## src/sorted_priority_queue_core_assert.svh

```systemverilog
// Assertion macros for the sorted priority queue.
// SPQ_ASSERT expects clk and rst_n in the enclosing scope, SPQ_ASSERT_ALWAYS only clk.
`ifndef SORTED_PRIORITY_QUEUE_CORE_ASSERT_SVH
`define SORTED_PRIORITY_QUEUE_CORE_ASSERT_SVH

`ifndef SYNTHESIS
`define SPQ_ASSERT(lbl, prop, msg) \
  lbl: assert property (@(posedge clk) disable iff (!rst_n) prop) else $error(msg);
`define SPQ_ASSERT_ALWAYS(lbl, prop, msg) \
  lbl: assert property (@(posedge clk) prop) else $error(msg);
`else
`define SPQ_ASSERT(lbl, prop, msg)
`define SPQ_ASSERT_ALWAYS(lbl, prop, msg)
`endif

`endif

```

## src/spq_pkg.sv

```systemverilog
package spq_pkg;

  localparam int DEPTH_DEF      = 16;
  localparam int DATA_WIDTH_DEF = 32;

  localparam int ITEM_DATA_W = 32;
  localparam int PRIO_W      = 16;
  localparam int STATUS_W    = 2;
  localparam int FILL_W      = 5;

  localparam logic OP_PUSH = 1'b0;
  localparam logic OP_POP  = 1'b1;

  typedef logic [STATUS_W-1:0] status_t;

  localparam status_t STATUS_OK    = 2'd0;
  localparam status_t STATUS_EMPTY = 2'd1;
  localparam status_t STATUS_FULL  = 2'd2;

  typedef logic signed [PRIO_W-1:0] prio_t;

  // broadcast to every cell in the chain
  typedef struct packed {
    logic  push;
    logic  pop;
    prio_t prio;
  } cell_ctrl_t;

endpackage

```

## src/sorted_priority_queue_core.sv

```systemverilog
// Sorted priority queue, DEPTH entries held in a chain of cells, highest
// priority at the head (cell 0).
// Input channel (in_valid/in_ready): in_op selects push or pop; a push
// stores in_item_data with signed priority in_item_priority behind every
// entry of equal or higher priority. A pop removes the head entry.
// Result channel (out_valid/out_ready): one result per item, giving the
// popped data word (zero on push or failed pop), a status code (ok, pop
// on empty, push dropped when full) and the fill level after the item.
// The result is registered and appears in the cycle after the item is accepted.
// Throughput: one item per cycle unless a low out_ready holds the result; every
// cell compares and shifts in the same cycle, so the rate does not depend on DEPTH.
// The result register holds its item while out_ready is low; in_ready
// stays high when that register is empty or being emptied in that cycle.
// Reset empties the queue and drops any pending result; entry payloads
// are not cleared, only the per-cell valid flags.
`include "sorted_priority_queue_core_assert.svh"

module sorted_priority_queue_core #(
  parameter int DEPTH      = spq_pkg::DEPTH_DEF,
  parameter int DATA_WIDTH = spq_pkg::DATA_WIDTH_DEF
) (
  input  logic                            clk,
  input  logic                            rst_n,
  input  logic                            in_valid,
  output logic                            in_ready,
  input  logic                            in_op,
  input  logic [spq_pkg::ITEM_DATA_W-1:0] in_item_data,
  input  logic signed [spq_pkg::PRIO_W-1:0] in_item_priority,
  output logic                            out_valid,
  input  logic                            out_ready,
  output logic [spq_pkg::ITEM_DATA_W-1:0] out_pop_data,
  output logic [spq_pkg::STATUS_W-1:0]    out_status,
  output logic [spq_pkg::FILL_W-1:0]      out_fill
);

  localparam int CNT_W = $clog2(DEPTH + 1);

  logic                  valid_vec [DEPTH];
  logic [DEPTH-1:0]      valid_bits;
  logic                  keep_vec  [DEPTH];
  logic [DATA_WIDTH-1:0] data_arr  [DEPTH];
  spq_pkg::prio_t        prio_arr  [DEPTH];

  logic                  p_keep  [DEPTH];
  logic                  p_valid [DEPTH];
  logic [DATA_WIDTH-1:0] p_data  [DEPTH];
  spq_pkg::prio_t        p_prio  [DEPTH];
  logic                  n_valid [DEPTH];
  logic [DATA_WIDTH-1:0] n_data  [DEPTH];
  spq_pkg::prio_t        n_prio  [DEPTH];

  spq_pkg::cell_ctrl_t   ctrl;
  logic [DATA_WIDTH-1:0] new_data;

  logic                  accept, full, empty, do_push, do_pop;
  logic [CNT_W-1:0]      cnt_r, cnt_nxt;
  logic                  out_valid_r;
  logic [spq_pkg::ITEM_DATA_W-1:0] out_pop_data_r, pop_data_nxt;
  spq_pkg::status_t      out_status_r, status_nxt;
  logic [spq_pkg::FILL_W-1:0] out_fill_r;

  assign in_ready = !out_valid_r || out_ready;
  assign accept   = in_valid && in_ready;
  assign full     = valid_vec[DEPTH-1];
  assign empty    = !valid_vec[0];
  assign do_push  = accept && (in_op == spq_pkg::OP_PUSH) && !full;
  assign do_pop   = accept && (in_op == spq_pkg::OP_POP) && !empty;

  assign ctrl.push = do_push;
  assign ctrl.pop  = do_pop;
  assign ctrl.prio = in_item_priority;
  assign new_data  = DATA_WIDTH'(in_item_data);

  for (genvar g = 0; g < DEPTH; g++) begin : g_cell
    if (g == 0) begin : g_head
      assign p_keep[g]  = 1'b1;
      assign p_valid[g] = 1'b0;
      assign p_data[g]  = '0;
      assign p_prio[g]  = '0;
    end else begin : g_mid
      assign p_keep[g]  = keep_vec[g-1];
      assign p_valid[g] = valid_vec[g-1];
      assign p_data[g]  = data_arr[g-1];
      assign p_prio[g]  = prio_arr[g-1];
    end
    if (g == DEPTH - 1) begin : g_tail
      assign n_valid[g] = 1'b0;
      assign n_data[g]  = '0;
      assign n_prio[g]  = '0;
    end else begin : g_body
      assign n_valid[g] = valid_vec[g+1];
      assign n_data[g]  = data_arr[g+1];
      assign n_prio[g]  = prio_arr[g+1];
    end

    spq_cell #(
      .DATA_WIDTH(DATA_WIDTH)
    ) u_cell (
      .clk       (clk),
      .rst_n     (rst_n),
      .ctrl      (ctrl),
      .new_data  (new_data),
      .prev_keep (p_keep[g]),
      .prev_valid(p_valid[g]),
      .prev_data (p_data[g]),
      .prev_prio (p_prio[g]),
      .next_valid(n_valid[g]),
      .next_data (n_data[g]),
      .next_prio (n_prio[g]),
      .valid     (valid_vec[g]),
      .data      (data_arr[g]),
      .prio      (prio_arr[g]),
      .keep      (keep_vec[g])
    );

    assign valid_bits[g] = valid_vec[g];
  end

  always_comb begin
    cnt_nxt      = cnt_r;
    pop_data_nxt = '0;
    status_nxt   = spq_pkg::STATUS_OK;
    if (in_op == spq_pkg::OP_PUSH) begin
      if (full) begin
        status_nxt = spq_pkg::STATUS_FULL;
      end else begin
        cnt_nxt = cnt_r + CNT_W'(1);
      end
    end else begin
      if (empty) begin
        status_nxt = spq_pkg::STATUS_EMPTY;
      end else begin
        pop_data_nxt = spq_pkg::ITEM_DATA_W'(data_arr[0]);
        cnt_nxt      = cnt_r - CNT_W'(1);
      end
    end
  end

  always_ff @(posedge clk) begin
    if (!rst_n) begin
      cnt_r       <= '0;
      out_valid_r <= 1'b0;
    end else begin
      if (accept) begin
        cnt_r       <= cnt_nxt;
        out_valid_r <= 1'b1;
      end else if (out_ready) begin
        out_valid_r <= 1'b0;
      end
    end
  end

  always_ff @(posedge clk) begin
    if (accept) begin
      out_pop_data_r <= pop_data_nxt;
      out_status_r   <= status_nxt;
      out_fill_r     <= spq_pkg::FILL_W'(cnt_nxt);
    end
  end

  assign out_valid    = out_valid_r;
  assign out_pop_data = out_pop_data_r;
  assign out_status   = out_status_r;
  assign out_fill     = out_fill_r;

  `SPQ_ASSERT(a_cnt_matches_cells, ($countones(valid_bits) == cnt_r), "count out of step with cells")
  `SPQ_ASSERT(a_cells_packed, ((valid_bits & (valid_bits + DEPTH'(1))) == '0), "gap in cell chain")
  `SPQ_ASSERT(a_empty_pop_status, (accept && in_op == spq_pkg::OP_POP && empty |=> out_status_r == spq_pkg::STATUS_EMPTY && out_pop_data_r == '0), "pop on empty misreported")
  `SPQ_ASSERT(a_full_push_hold, (accept && in_op == spq_pkg::OP_PUSH && full |=> cnt_r == $past(cnt_r) && out_status_r == spq_pkg::STATUS_FULL), "push on full changed queue")
  `SPQ_ASSERT_ALWAYS(a_reset_clears, (!rst_n |=> !out_valid_r && cnt_r == '0), "reset left queue state")

endmodule

```

## src/spq_cell.sv

```systemverilog
module spq_cell #(
  parameter int DATA_WIDTH = spq_pkg::DATA_WIDTH_DEF
) (
  input  logic                  clk,
  input  logic                  rst_n,
  input  spq_pkg::cell_ctrl_t   ctrl,
  input  logic [DATA_WIDTH-1:0] new_data,
  input  logic                  prev_keep,
  input  logic                  prev_valid,
  input  logic [DATA_WIDTH-1:0] prev_data,
  input  spq_pkg::prio_t        prev_prio,
  input  logic                  next_valid,
  input  logic [DATA_WIDTH-1:0] next_data,
  input  spq_pkg::prio_t        next_prio,
  output logic                  valid,
  output logic [DATA_WIDTH-1:0] data,
  output spq_pkg::prio_t        prio,
  output logic                  keep
);

  logic                  valid_r, valid_nxt;
  logic [DATA_WIDTH-1:0] data_r, data_nxt;
  spq_pkg::prio_t        prio_r, prio_nxt;

  // entry stays put on a push unless the new item outranks it
  assign keep = valid_r && !(prio_r < ctrl.prio);

  always_comb begin
    valid_nxt = valid_r;
    data_nxt  = data_r;
    prio_nxt  = prio_r;
    if (ctrl.push) begin
      if (!keep) begin
        if (prev_keep) begin
          valid_nxt = 1'b1;
          data_nxt  = new_data;
          prio_nxt  = ctrl.prio;
        end else begin
          valid_nxt = prev_valid;
          data_nxt  = prev_data;
          prio_nxt  = prev_prio;
        end
      end
    end else if (ctrl.pop) begin
      valid_nxt = next_valid;
      data_nxt  = next_data;
      prio_nxt  = next_prio;
    end
  end

  always_ff @(posedge clk) begin
    if (!rst_n) begin
      valid_r <= 1'b0;
    end else begin
      valid_r <= valid_nxt;
    end
  end

  always_ff @(posedge clk) begin
    data_r <= data_nxt;
    prio_r <= prio_nxt;
  end

  assign valid = valid_r;
  assign data  = data_r;
  assign prio  = prio_r;

endmodule
```

## config.mk

```make
export PLATFORM = sky130hd
export DESIGN_NAME = sorted_priority_queue_core
export DESIGN_NICKNAME = d
export VERILOG_FILES = /design/src/spq_pkg.sv /design/src/sorted_priority_queue_core.sv /design/src/spq_cell.sv
export VERILOG_INCLUDE_DIRS = /design/src /design/src/src
export SDC_FILE = /design/constraint.sdc
export NUM_CORES = 2
export LEC_CHECK = 0
export BUFFER_PORTS_ARGS = -buffer_cell sky130_fd_sc_hd__buf_2
export CAP_MARGIN = 20
export CORE_MARGIN = 3
export CORE_UTILIZATION = 50
export CTS_CLUSTER_SIZE = 12
export DETAILED_ROUTE_END_ITERATION = 10
export PLACE_DENSITY = 0.66
export SLEW_MARGIN = 10
export SYNTH_ARGS = -nofsm -noshare
export SYNTH_HDL_FRONTEND = slang
export SYNTH_SLANG_ARGS = --single-unit
```

## constraint.sdc

```tcl
create_clock -name clk -period 11.9 [get_ports clk]
set_input_delay 2.38 -clock clk [delete_from_list [all_inputs] [get_ports clk]]
set_output_delay 2.38 -clock clk [all_outputs]
set_load 0.02 [all_outputs]
```

==> run metrics <==
H-tree depth 3; XOR/XNOR Fraction of Synth Area less than 1%; gr ovfl total 0; syn nets 4,666; CP startpoint kind primary input; worst min-delay path category flop to flop; Wirelength per Cell about 32 um; first-pass GRT wire length 251,000 um; P&R area growth vs syn 8.10%; vias in the first global route 38,100; initial antenna violation count 3; # hold bufs at CTS 0; dominant synthesized flop cell edfxtp_1; Rows 110; register area roughly 25,000 um2; crit path kind primary input to flop; CP required 12,180 ps; compound-gate portion of the synthesized area between 15 and 20%; leading area contributor after synthesis edfxtp_1; unrepaired setup endpoints after global routing false; Synth Area in Simple Gates 17.5%; count of cell types in the netlist 64; metal2 WL 73,700 um; post-detail-place hpwl 92,100 um; Clock transition at path regs 60 ps; die width about 310 um; Post-Syn Area per Cell 10.5 um2; most used cell along the critical path buf_4; pin count of the biggest net entering global routing approximately 230; most instantiated cells after synthesis 931 x nand2_1, 807 x edfxtp_1, 643 x o211ai_1, 548 x nand4_1, 369 x clkbuf_1; I/O Pins between 90 and 100; proportion of layout cells with a drive suffix above 1 8.23%; YS warnings 0; Worst Path Max Fanout 50; Max-cap violations 0; drt pass-1 iters 7; clk sinks around 830; # nets final 4,468; Final Power 0.00753 W; Fmax 0.137 GHz; peak supply drop 124 uV; drt total wl between 150,000 and 200,000 um; post-route ant nets 0; top cell type's share of synthesized area 52.6%; vias per cell 7.40; core box area around 91,000 um2; met3 wire length 23,500 um; status finished clean; worst-margin pin slew 1270 ps; Post-synth EDFFs slightly above 800; Die H 310 um; post-CTS sizing 0; Iter 0 DRT Violations 6,622; fin crit share 61.2%; global-route total usage across every layer between 30% and 40%; Synth async-reset ratio 0%; Routability Congestion 0.997; Top Metal Used met4; top-count cell post-synth nand2_1; WP buf/inv 6; Buffers on Ports between 90 and 100; Period minus WS final 7290 ps; post-CTS setup buffers 0; Starting Density 50.8%; DRC Markers 0; cts bufs inserted 92; die area 95,800 um2; filler cell count 7,806; smallest hold slack 510 ps; clk buf depth 3; final setup vio count 0; Placed Area 47,000 um2; register area share after synthesis 53.5%; top cell family by delay on the critical path buffers and inverters; CTS tree built; Synth Area in Adders 6.16%; WL met1 65,600 um; Area contributors post-synth edfxtp_1 53%, o211ai_1 10%, nand2_1 7.6%, nand4_1 7.4%, ha_1 6.2%; DR vias 40,200; power density cells 151 nW/um2; Slew HR 15.1%; Static Leakage 18.0 nW; Setup TNS 0 ps; Worst setup EP type flop; largest family of logic cells by synthesized area simple AND/OR/NAND/NOR gates; Final Instance Area 49,800 um2; Final Hold Viols 0; Arrival @ worst endpoint around 7600 ps; Slew Limit Fails 0; Seq cells post-synth 829; worst-skew pair later-pin latency 680 ps; Root Driver clkbuf_16; worst setup margin 4610 ps; Synth Instances 4,386; slowest CP cell buf_4; worst slack, placed 4250 ps; CP cell instances buf_2, inv_1, ha_1, a2111oi_1, buf_4, o32ai_1, o211ai_1, buf_4, and2_2, buf_4, a21o_2, buf_4; Clock Skew 30.2 ps; post-synthesis mux area share 1.07%; largest incremental delay on the critical path 750 ps; area of the multi-input gates 19,500 um2; Cell Area, Synth 46,100 um2
[layer usage]
layer / vias to the layer above / global-route usage, %
met4: 0 / 17.4
li1: 16800 / -
met5: - / 0
met3: 605 / 8.47
met1: 19600 / 48.9
met2: 3238 / 51.0
[worst register-to-register path: stages (launching register included)]
cell	delay [ps]
edfxtp_1	500
ha_1	320
a2111oi_1	360
buf_4	200
o32ai_1	110
o211ai_1	640
buf_4	750
and2_2	280
buf_4	640
a21o_2	290
buf_4	700
[kinds of logic (layout without fill, tap and decap cells)]
group / after synthesis / after routing
AND/OR/NAND/NOR: 1668 / 1668
buffers and inverters: 528 / 394
multiplexers: 49 / 49
other: 0 / 3
adder cells (fa/ha/maj): 227 / 227
XOR/XNOR: 6 / 6
AO/OA/AOI/OAI: 1079 / 1079
flip-flops: 829 / 829
[registers in the layout, indices dropped and copies added, names as in the netlist]
name and count:
cnt_r 5, g_cell.u_cell.data 512, g_cell.u_cell.prio 256, g_cell.u_cell.valid 16, out_fill 5, out_pop_data 32, out_status 2, out_valid 1
[per-stage QoR]
| stage | cells | util [%] |
|---|---|---|
| finish | 5431 | 54.9 |
| global route | 5428 | 54.9 |
| CTS | 5427 | 54.9 |
| detailed placement | 5269 | 51.9 |
| global placement | 5269 | 51.9 |
| floorplan | 4386 | - |
[layout by cell type (no fill, tap or decap), types with 46 or more instances in the layout]
| master | Yosys | routed |
|---|---|---|
| edfxtp_1 | 807 | 807 |
| a221o_1 | 102 | 102 |
| clkbuf_16 | 0 | 94 |
| nand4_1 | 548 | 548 |
| a21oi_1 | 178 | 178 |
| ha_1 | 227 | 227 |
| buf_4 | 1 | 80 |
| mux2i_1 | 48 | 48 |
| o21ai_0 | 49 | 46 |
| inv_1 | 56 | 56 |
| buf_2 | 51 | 93 |
| nand2_1 | 931 | 930 |
| o211ai_1 | 643 | 643 |
[final cells by class]
| cell class | count | share of cell area, % |
|---|---|---|
| antenna | 3 | 0.0151 |
| clock buffer | 115 | 4.92 |
| clock inverter | 43 | 0.578 |
| inverter | 57 | 0.429 |
| multi-input combinational | 3029 | 39.2 |
| sequential | 829 | 49.5 |
| tap | 1176 | 2.95 |
| timing repair buffer | 179 | 2.40 |
[path summary, 6_finish.rpt]
check	from	endpoint	slack, ps	cells after the start
max	in_item_priority[1]	g_cell[13].u_cell.data[20]	4610	12
min	cnt_r[4]	cnt_r[4]	510	2
max reg2reg	g_cell[13].u_cell.prio[1]	g_cell[13].u_cell.data[20]	6660	10
min reg2reg	cnt_r[4]	cnt_r[4]	510	2
[power by group]
group	switching (W)	internal [W]
clock network	0.00123	0.00150
logic	0.000837	0.000327
registers	0.000140	0.00350
Note: power is estimated with default switching activity, not from simulation.
